--- config.mk ---
export PLATFORM = sky130hd
export DESIGN_NAME = dfs_adjacency_matrix_order
export DESIGN_NICKNAME = d
export VERILOG_FILES = /design/src/rtl/dfso_pkg.sv /design/src/rtl/dfs_adjacency_matrix_order.sv /design/src/rtl/dfso_ram.sv /design/src/rtl/dfso_pick.sv
export VERILOG_INCLUDE_DIRS = /design/src /design/src/rtl
export SDC_FILE = /design/constraint.sdc
export NUM_CORES = 1
export LEC_CHECK = 0
export BUFFER_PORTS_ARGS = -buffer_cell sky130_fd_sc_hd__buf_2
export CAP_MARGIN = 30
export CORE_ASPECT_RATIO = 1.4
export CORE_MARGIN = 2
export CORE_UTILIZATION = 62
export CTS_CLUSTER_DIAMETER = 200
export DETAILED_ROUTE_END_ITERATION = 6
export PLACE_DENSITY_LB_ADDON = 0.25
export SLEW_MARGIN = 20
export SYNTH_ARGS = -nofsm -noshare
export SYNTH_HDL_FRONTEND = slang
export SYNTH_SLANG_ARGS = --single-unit
--- constraint.sdc ---
create_clock -name clk -period 8.3 [get_ports clk]
set_input_delay 1.245 -clock clk [delete_from_list [all_inputs] [get_ports clk]]
set_output_delay 1.245 -clock clk [all_outputs]
set_load 0.02 [all_outputs]
--- src/rtl/assert_macros.svh ---
// assertion helpers shared by the rtl
`ifndef ASSERT_MACROS_SVH
`define ASSERT_MACROS_SVH

`ifndef ASSERT_OFF
// property must hold at every rising clock edge out of reset
`define ASSERT_CLK(lbl, clk, rst, prop) \
  lbl: assert property (@(posedge clk) disable iff (rst) prop) \
    else $error("assertion failed");
// expression must never be true out of reset
`define ASSERT_NEVER(lbl, clk, rst, expr) \
  lbl: assert property (@(posedge clk) disable iff (rst) !(expr)) \
    else $error("forbidden condition seen");
`else
`define ASSERT_CLK(lbl, clk, rst, prop)
`define ASSERT_NEVER(lbl, clk, rst, expr)
`endif

`endif

--- src/rtl/dfso_pkg.sv ---
package dfso_pkg;

  // fixed field widths of the item format
  localparam int NODE_W = 3;
  localparam int ROW_W  = 8;
  localparam int RES_W  = 4;
  localparam int ROWS   = 8;

  // command codes
  localparam logic CMD_LOAD  = 1'b0;
  localparam logic CMD_START = 1'b1;

  // result of the neighbor search
  typedef struct packed {
    logic              found;
    logic [NODE_W-1:0] idx;
  } pick_t;

  // traversal sequencer states
  typedef enum logic [3:0] {
    S_IDLE   = 4'b0001,
    S_SCAN   = 4'b0010,
    S_POP    = 4'b0100,
    S_FINISH = 4'b1000
  } state_t;

endpackage

--- src/rtl/dfs_adjacency_matrix_order.sv ---
// Depth-first traversal of a directed graph of up to eight reachable nodes.
// Input channel (in_valid/in_ready): command 0 loads row_index with the edge
// mask row_bits; command 1 clears the visited set and walks the graph from
// start_node, neighbors in ascending order.
// Output channel (out_valid/out_ready): one transfer per visited node, in
// visit order; is_last marks the final node. A load gives no transfer, and
// neither does a start at a node at or above NODES.
// Sequencing: a start keeps in_ready low after its transfer while it walks:
// each push is one priority-encoder pass over the top node's row, each pop
// but the last waits on a stack memory read, and a finish step releases the
// final result. in_ready is high only between traversals.
// Each result leaves one push behind the search, since is_last is only known
// once the stack empties.
// A stalled receiver holds the search at its next push; the final result may
// wait in the output register while the next item is taken.
// Reset clears the adjacency rows, the visited set and the stack depth.
`include "assert_macros.svh"

module dfs_adjacency_matrix_order #(
  parameter int NODES = 8
) (
  input  logic                         clk,
  input  logic                         rst,
  input  logic                         in_valid,
  output logic                         in_ready,
  input  logic                         command,
  input  logic [dfso_pkg::NODE_W-1:0]  row_index,
  input  logic [dfso_pkg::ROW_W-1:0]   row_bits,
  input  logic [dfso_pkg::NODE_W-1:0]  start_node,
  output logic                         out_valid,
  input  logic                         out_ready,
  output logic [dfso_pkg::NODE_W-1:0]  node,
  output logic                         is_last
);

  localparam int ADDR_W  = $clog2(NODES);
  localparam int DEPTH_W = $clog2(NODES + 1);
  localparam int ENT_W   = dfso_pkg::NODE_W + dfso_pkg::RES_W;

  dfso_pkg::state_t state;

  logic [dfso_pkg::ROW_W-1:0]  adj [dfso_pkg::ROWS];
  logic [dfso_pkg::ROW_W-1:0]  visited;
  logic [DEPTH_W-1:0]          depth;
  logic [dfso_pkg::NODE_W-1:0] top_node;
  logic [dfso_pkg::RES_W-1:0]  top_res;
  logic [dfso_pkg::NODE_W-1:0] pend_node;

  logic [dfso_pkg::ROW_W-1:0]  edge_ok;
  logic [dfso_pkg::ROW_W-1:0]  res_mask;
  logic [dfso_pkg::ROW_W-1:0]  cand;
  dfso_pkg::pick_t             pk;

  logic                        in_xfer;
  logic                        slot_free;
  logic                        room;
  logic                        push;
  logic                        pop;
  logic                        emit;
  logic [DEPTH_W-1:0]          lvl;
  logic [DEPTH_W-1:0]          lvl_below;
  logic [dfso_pkg::RES_W-1:0]  res_next;
  logic [ENT_W-1:0]            wr_data;
  logic [ENT_W-1:0]            rd_data;
  logic                        row_ok;
  logic                        start_ok;

  assign in_ready  = (state == dfso_pkg::S_IDLE);
  assign in_xfer   = in_valid && in_ready;
  assign slot_free = !out_valid || out_ready;
  assign row_ok    = (32'(row_index) < NODES);
  assign start_ok  = (32'(start_node) < NODES);

  // candidate neighbors of the top node: edge, in range, unvisited, not yet tried
  always_comb begin
    for (int i = 0; i < dfso_pkg::ROW_W; i++) begin
      edge_ok[i]  = (i < NODES);
      res_mask[i] = (dfso_pkg::RES_W'(i) >= top_res);
    end
    cand = adj[top_node] & ~visited & edge_ok & res_mask;
  end

  dfso_pick u_pick (
    .cand (cand),
    .pick (pk)
  );

  // push/pop decisions of the sequencer
  assign room      = (depth < DEPTH_W'(NODES));
  assign push      = (state == dfso_pkg::S_SCAN) && pk.found && room && slot_free;
  assign pop       = (state == dfso_pkg::S_SCAN) && !(pk.found && room);
  assign emit      = push || ((state == dfso_pkg::S_FINISH) && slot_free);
  assign lvl       = depth - 1'b1;
  assign lvl_below = depth - 2'd2;
  assign res_next  = {1'b0, pk.idx} + 1'b1;
  assign wr_data   = {top_node, res_next};

  // stack of saved levels below the top
  dfso_ram #(
    .WIDTH (ENT_W),
    .DEPTH (NODES)
  ) u_stack (
    .clk     (clk),
    .wr_en   (push),
    .wr_addr (lvl[ADDR_W-1:0]),
    .wr_data (wr_data),
    .rd_en   (pop),
    .rd_addr (lvl_below[ADDR_W-1:0]),
    .rd_data (rd_data)
  );

  // sequencer and control state
  always_ff @(posedge clk) begin
    if (rst) begin
      state     <= dfso_pkg::S_IDLE;
      visited   <= '0;
      depth     <= '0;
      out_valid <= 1'b0;
      for (int i = 0; i < dfso_pkg::ROWS; i++) begin
        adj[i] <= '0;
      end
    end else begin
      // output valid: set on a new result, cleared on its transfer
      if (emit) begin
        out_valid <= 1'b1;
      end else if (out_ready) begin
        out_valid <= 1'b0;
      end
      case (state)
        dfso_pkg::S_IDLE: begin
          if (in_xfer) begin
            if (command == dfso_pkg::CMD_LOAD) begin
              if (row_ok) begin
                adj[row_index] <= row_bits;
              end
            end else begin
              visited <= start_ok ? (dfso_pkg::ROW_W'(1) << start_node) : '0;
              if (start_ok) begin
                depth <= DEPTH_W'(1);
                state <= dfso_pkg::S_SCAN;
              end
            end
          end
        end
        dfso_pkg::S_SCAN: begin
          if (push) begin
            visited[pk.idx] <= 1'b1;
            depth           <= depth + 1'b1;
          end else if (pop) begin
            depth <= lvl;
            if (depth == DEPTH_W'(1)) begin
              state <= dfso_pkg::S_FINISH;
            end else begin
              state <= dfso_pkg::S_POP;
            end
          end
        end
        dfso_pkg::S_POP: begin
          state <= dfso_pkg::S_SCAN;
        end
        dfso_pkg::S_FINISH: begin
          if (slot_free) begin
            state <= dfso_pkg::S_IDLE;
          end
        end
        default: begin
          state <= dfso_pkg::S_IDLE;
        end
      endcase
    end
  end

  // top-of-stack, held-back result and output payload
  always_ff @(posedge clk) begin
    case (state)
      dfso_pkg::S_IDLE: begin
        top_node  <= start_node;
        top_res   <= '0;
        pend_node <= start_node;
      end
      dfso_pkg::S_SCAN: begin
        if (push) begin
          node      <= pend_node;
          is_last   <= 1'b0;
          pend_node <= pk.idx;
          top_node  <= pk.idx;
          top_res   <= '0;
        end
      end
      dfso_pkg::S_POP: begin
        top_node <= rd_data[ENT_W-1:dfso_pkg::RES_W];
        top_res  <= rd_data[dfso_pkg::RES_W-1:0];
      end
      dfso_pkg::S_FINISH: begin
        if (slot_free) begin
          node    <= pend_node;
          is_last <= 1'b1;
        end
      end
      default: begin
      end
    endcase
  end

  // checks
  `ASSERT_NEVER(a_depth_bound, clk, rst, depth > DEPTH_W'(NODES))
  `ASSERT_CLK(a_idle_empty, clk, rst, in_ready |-> depth == '0)
  `ASSERT_CLK(a_push_unvisited, clk, rst, push |-> !visited[pk.idx])
  `ASSERT_CLK(a_finish_last, clk, rst,
    (state == dfso_pkg::S_FINISH && slot_free) |=> (out_valid && is_last))

endmodule

--- src/rtl/dfso_ram.sv ---
module dfso_ram #(
  parameter int WIDTH = 8,
  parameter int DEPTH = 8
) (
  input  logic                     clk,
  input  logic                     wr_en,
  input  logic [$clog2(DEPTH)-1:0] wr_addr,
  input  logic [WIDTH-1:0]         wr_data,
  input  logic                     rd_en,
  input  logic [$clog2(DEPTH)-1:0] rd_addr,
  output logic [WIDTH-1:0]         rd_data
);

  logic [WIDTH-1:0] mem [DEPTH];

  // one write port, one registered read port
  always_ff @(posedge clk) begin
    if (wr_en) begin
      mem[wr_addr] <= wr_data;
    end
    if (rd_en) begin
      rd_data <= mem[rd_addr];
    end
  end

endmodule

--- src/rtl/dfso_pick.sv ---
module dfso_pick (
  input  logic [dfso_pkg::ROW_W-1:0] cand,
  output dfso_pkg::pick_t            pick
);

  // lowest set bit wins: scan from the top so the last hit is the lowest
  always_comb begin
    pick.found = 1'b0;
    pick.idx   = '0;
    for (int i = dfso_pkg::ROW_W - 1; i >= 0; i--) begin
      if (cand[i]) begin
        pick.found = 1'b1;
        pick.idx   = dfso_pkg::NODE_W'(i);
      end
    end
  end

endmodule

==> summary.txt <==
============================================================================
Crit-path max cell delay                                             0.68 ns
Required time of the worst setup path                                8.44 ns
Wire length of the first global-routing pass                        24.76 mm
WP buf/inv                                                                 2
Nets in the synthesized netlist                                          553
Critical-path maximum fanout                                              14
Number of DRC markers in iteration 0                                     338
Number of enable flip-flop cells after synthesis                         141
Synth Warn #                                                               0
Die Span X                                                          95.60 µm
Hold_buf cts                                                               0
Fin crit share                                                        41.74%
Fraction of layout instances using a drive strength above 1           19.83%
Total stage count of the critical path                                     9
Reg2Reg Capture Point                                           u_stack.mem[5][5]
WL per Instance                                                     22.03 µm
Critical-path top delay cell                                    sky130_fd_sc_hd__dfxtp_1
Vias per std cell                                                      6.287
HPWL after DPL                                                      11.02 mm
Number of clock buffers inserted by TritonCTS                             17
Pre-Repair DR Iteration Count                                              5
Achievable clock frequency                                        0.2886 GHz
Initial core utilization                                              63.91%
Top cell type's share of synthesized area                             58.13%
Startpoint types                                                   flip-flop
Count of pins on the block boundary                                       25
Path type of the worst setup path                                    reg2reg
Synthesized instance count                                               527
Final number of max-transition violations                                  0
Top area cells in the synthesized netlist                       sky130_fd_sc_hd__edfxtp_1 58%, sky130_fd_sc_hd__and2_1 5.9%, sky130_fd_sc_hd__dfxtp_1 5.5%
Run status                                                      finished clean
Clock-pin slew on the worst setup and hold paths                     0.07 ns
Number of global-route vias before repair                               4612
Total number of clock tree sinks                                         161
Port Buf Inserts                                                          24
Die outline height                                                  132.2 µm
Maximum count of clock buffers along a single path                         2
Critical path destination                                       u_stack.mem[5][5]
Power, Total                                                        2.574 mW
Hold Crit Class                                                      reg2reg
Most used flip-flop cell after synthesis                        sky130_fd_sc_hd__edfxtp_1
Type of destination of the critical path                           flip-flop
Routed wire length                                                  15.84 mm
Register bit total from synthesis                                        161
Placement Rows                                                            46
TritonCTS clock tree                                                     yes
Total congestion overflow after global routing                             0
Unrepaired setup endpoints after global routing                           no
Final worst path period need                                        3.464 ns
Setup Viol. Count Final                                                    0
Synth area leader                                               sky130_fd_sc_hd__edfxtp_1
FF-to-FF path depth                                                        9
Transition time of the tightest slew-check pin                     0.8198 ns
Buffers inserted by post-CTS timing repair                                 0
Cell-by-cell trace of the critical path                         buf_8 > mux2i_1 > a2111oi_2 > nand3_2 > nand4_2 > o2111ai_4 > or2_1 > nor3_1 > buf_2
Depth of the CTS H-tree                                                    4
Register-to-Register Setup Slack                                     4.84 ns
CTS-repair resized insts                                                   0
Die footprint                                                    0.01264 mm²
Relative slew slack                                                   45.27%
Fin nets                                                                 588
Worst setup slack after layout                                      4.836 ns
Pwr per Cell Area                                               314.8 mW/mm²
Final Skew                                                       0.009733 ns
Placeable core region                                            0.01140 mm²
Antenna-violating nets left                                                0
Global router's overall resource usage                                27.18%
Proportion of synthesized chip area in sequential cells               63.63%
Clock Latency Late Sink                                              0.44 ns
Synth unique cells                                                        55
Most instantiated library cell after synthesis                  sky130_fd_sc_hd__edfxtp_1
Data arrival time of the critical path                               3.60 ns
Kind of cell adding the most delay to the critical path         simple AND/OR/NAND/NOR gates
Number of failing hold endpoints at the final stage                        0
Leading post-synthesis cells by instance count                  141 x sky130_fd_sc_hd__edfxtp_1, 69 x sky130_fd_sc_hd__and2_1, 34 x sky130_fd_sc_hd__nand2_1
Count of unresolved DRC violations after routing                           0
Layout Area Growth over Synthesis                                     12.28%
Gpl congestion                                                        0.9288
Antenna cell count                                                         0
Clock tree root buffer cell                                     sky130_fd_sc_hd__clkbuf_16
Max_cap viols                                                              0
Worst setup slack after placement                                   4.510 ns
Post-synthesis instance area                                    0.007283 mm²
Final setup TNS                                                         0 ns
Syn_area_per_cell                                                  13.82 µm²
Share of synthesized registers carrying an async set or reset             0%
Antenna violations before repair                                           1
Pin count of the biggest net entering global routing                      26
Total vias in the final route                                           4520
Max VDD drop                                                        199.0 µV
Static leakage                                                      2.969 nW
============================================================================
-- area by class of cell --
type                            count  area [µm²]
Sequential cell                   161        4636
Fill cell                         753        3218
Multi-Input combinational cell    338        2511
Clock buffer                       17       425.4
Timing Repair Buffer               36       205.2
Clock inverter                     15       190.2
Tap cell                          144       180.2
Inverter                            8       30.03
-- worst min-delay path by stage --
stage | cells after the start | end | from | slack, ns
after detailed placement | 0 | node[0] | pend_node[0] | 0.41
after floorplan | 0 | node[0] | pend_node[0] | 0.40
final | 0 | node[1] | pend_node[1] | 0.43
after global routing | 0 | node[0] | pend_node[0] | 0.43
after CTS | 0 | node[0] | pend_node[0] | 0.42
after global placement | 0 | node[1] | pend_node[1] | 0.40
-- report_power, final --
part           switching [mW]  total, mW  internal [mW]
Combinational           0.407      0.646          0.239
Sequential             0.0790       1.11           1.03
Clock                   0.355      0.815          0.460
Total                   0.842       2.57           1.73
-- metrics by stage --
step	hold slack, ns	util [%]	std cells	instance area, µm²
2_1_floorplan	0.4003	-	527	7283
3_3_place_gp	0.4020	66.00	681	7521
3_5_place_dp	0.4062	66.30	686	7556
4_1_cts	0.4221	71.71	718	8172
5_1_grt	0.4310	71.76	719	8178
6_report	0.4271	71.76	719	8178
-- logic make-up (layout without fill, tap and decap cells) --
family / count (synthesis) / in the layout / synth area share (%)
muxes: 59 / 59 / 10.72
buffers and inverters: 28 / 76 / 1.890
xor gates and xnor gates: 3 / 3 / 0.3608
DFF: 161 / 161 / 63.63
and+or+nand+nor: 209 / 209 / 16.08
adders and majority gates: 7 / 7 / 1.202
AOI/OAI and AO/OA: 60 / 60 / 6.116
-- layer usage --
metal / vias to the layer above / track usage (%) / part of all wire [%] / wire [µm]
li1: 2076 / - / - / -
met1: 2206 / 32.00 / 37 / 5831
met2: 182 / 46.04 / 54 / 8590
met3: 54 / 6.975 / 5.0 / 788
met4: 2 / 12.30 / 3.9 / 615
met5: - / 0 / 0.10 / 16
-- flip-flops by register name, indices dropped and copies added, names as in the netlist, named ones only --
register         flops
adj                 64
depth                4
is_last              1
node                 3
out_valid            1
pend_node            3
state                4
top_node             3
top_res              4
u_stack.mem         56
u_stack.rd_data      7
visited              8
-- cell usage in the layout, fill, tap and decap left out, drive strengths merged, types with 13 or more instances in the layout --
cell type and instances:
a21oi 15, and2 69, buf 36, clkbuf 17
dfxtp 20, edfxtp 141, inv 18, mux2i 33
mux4 14, nand2 34, nand3 13, nor2 28
Power figures use the tool's default switching activity.
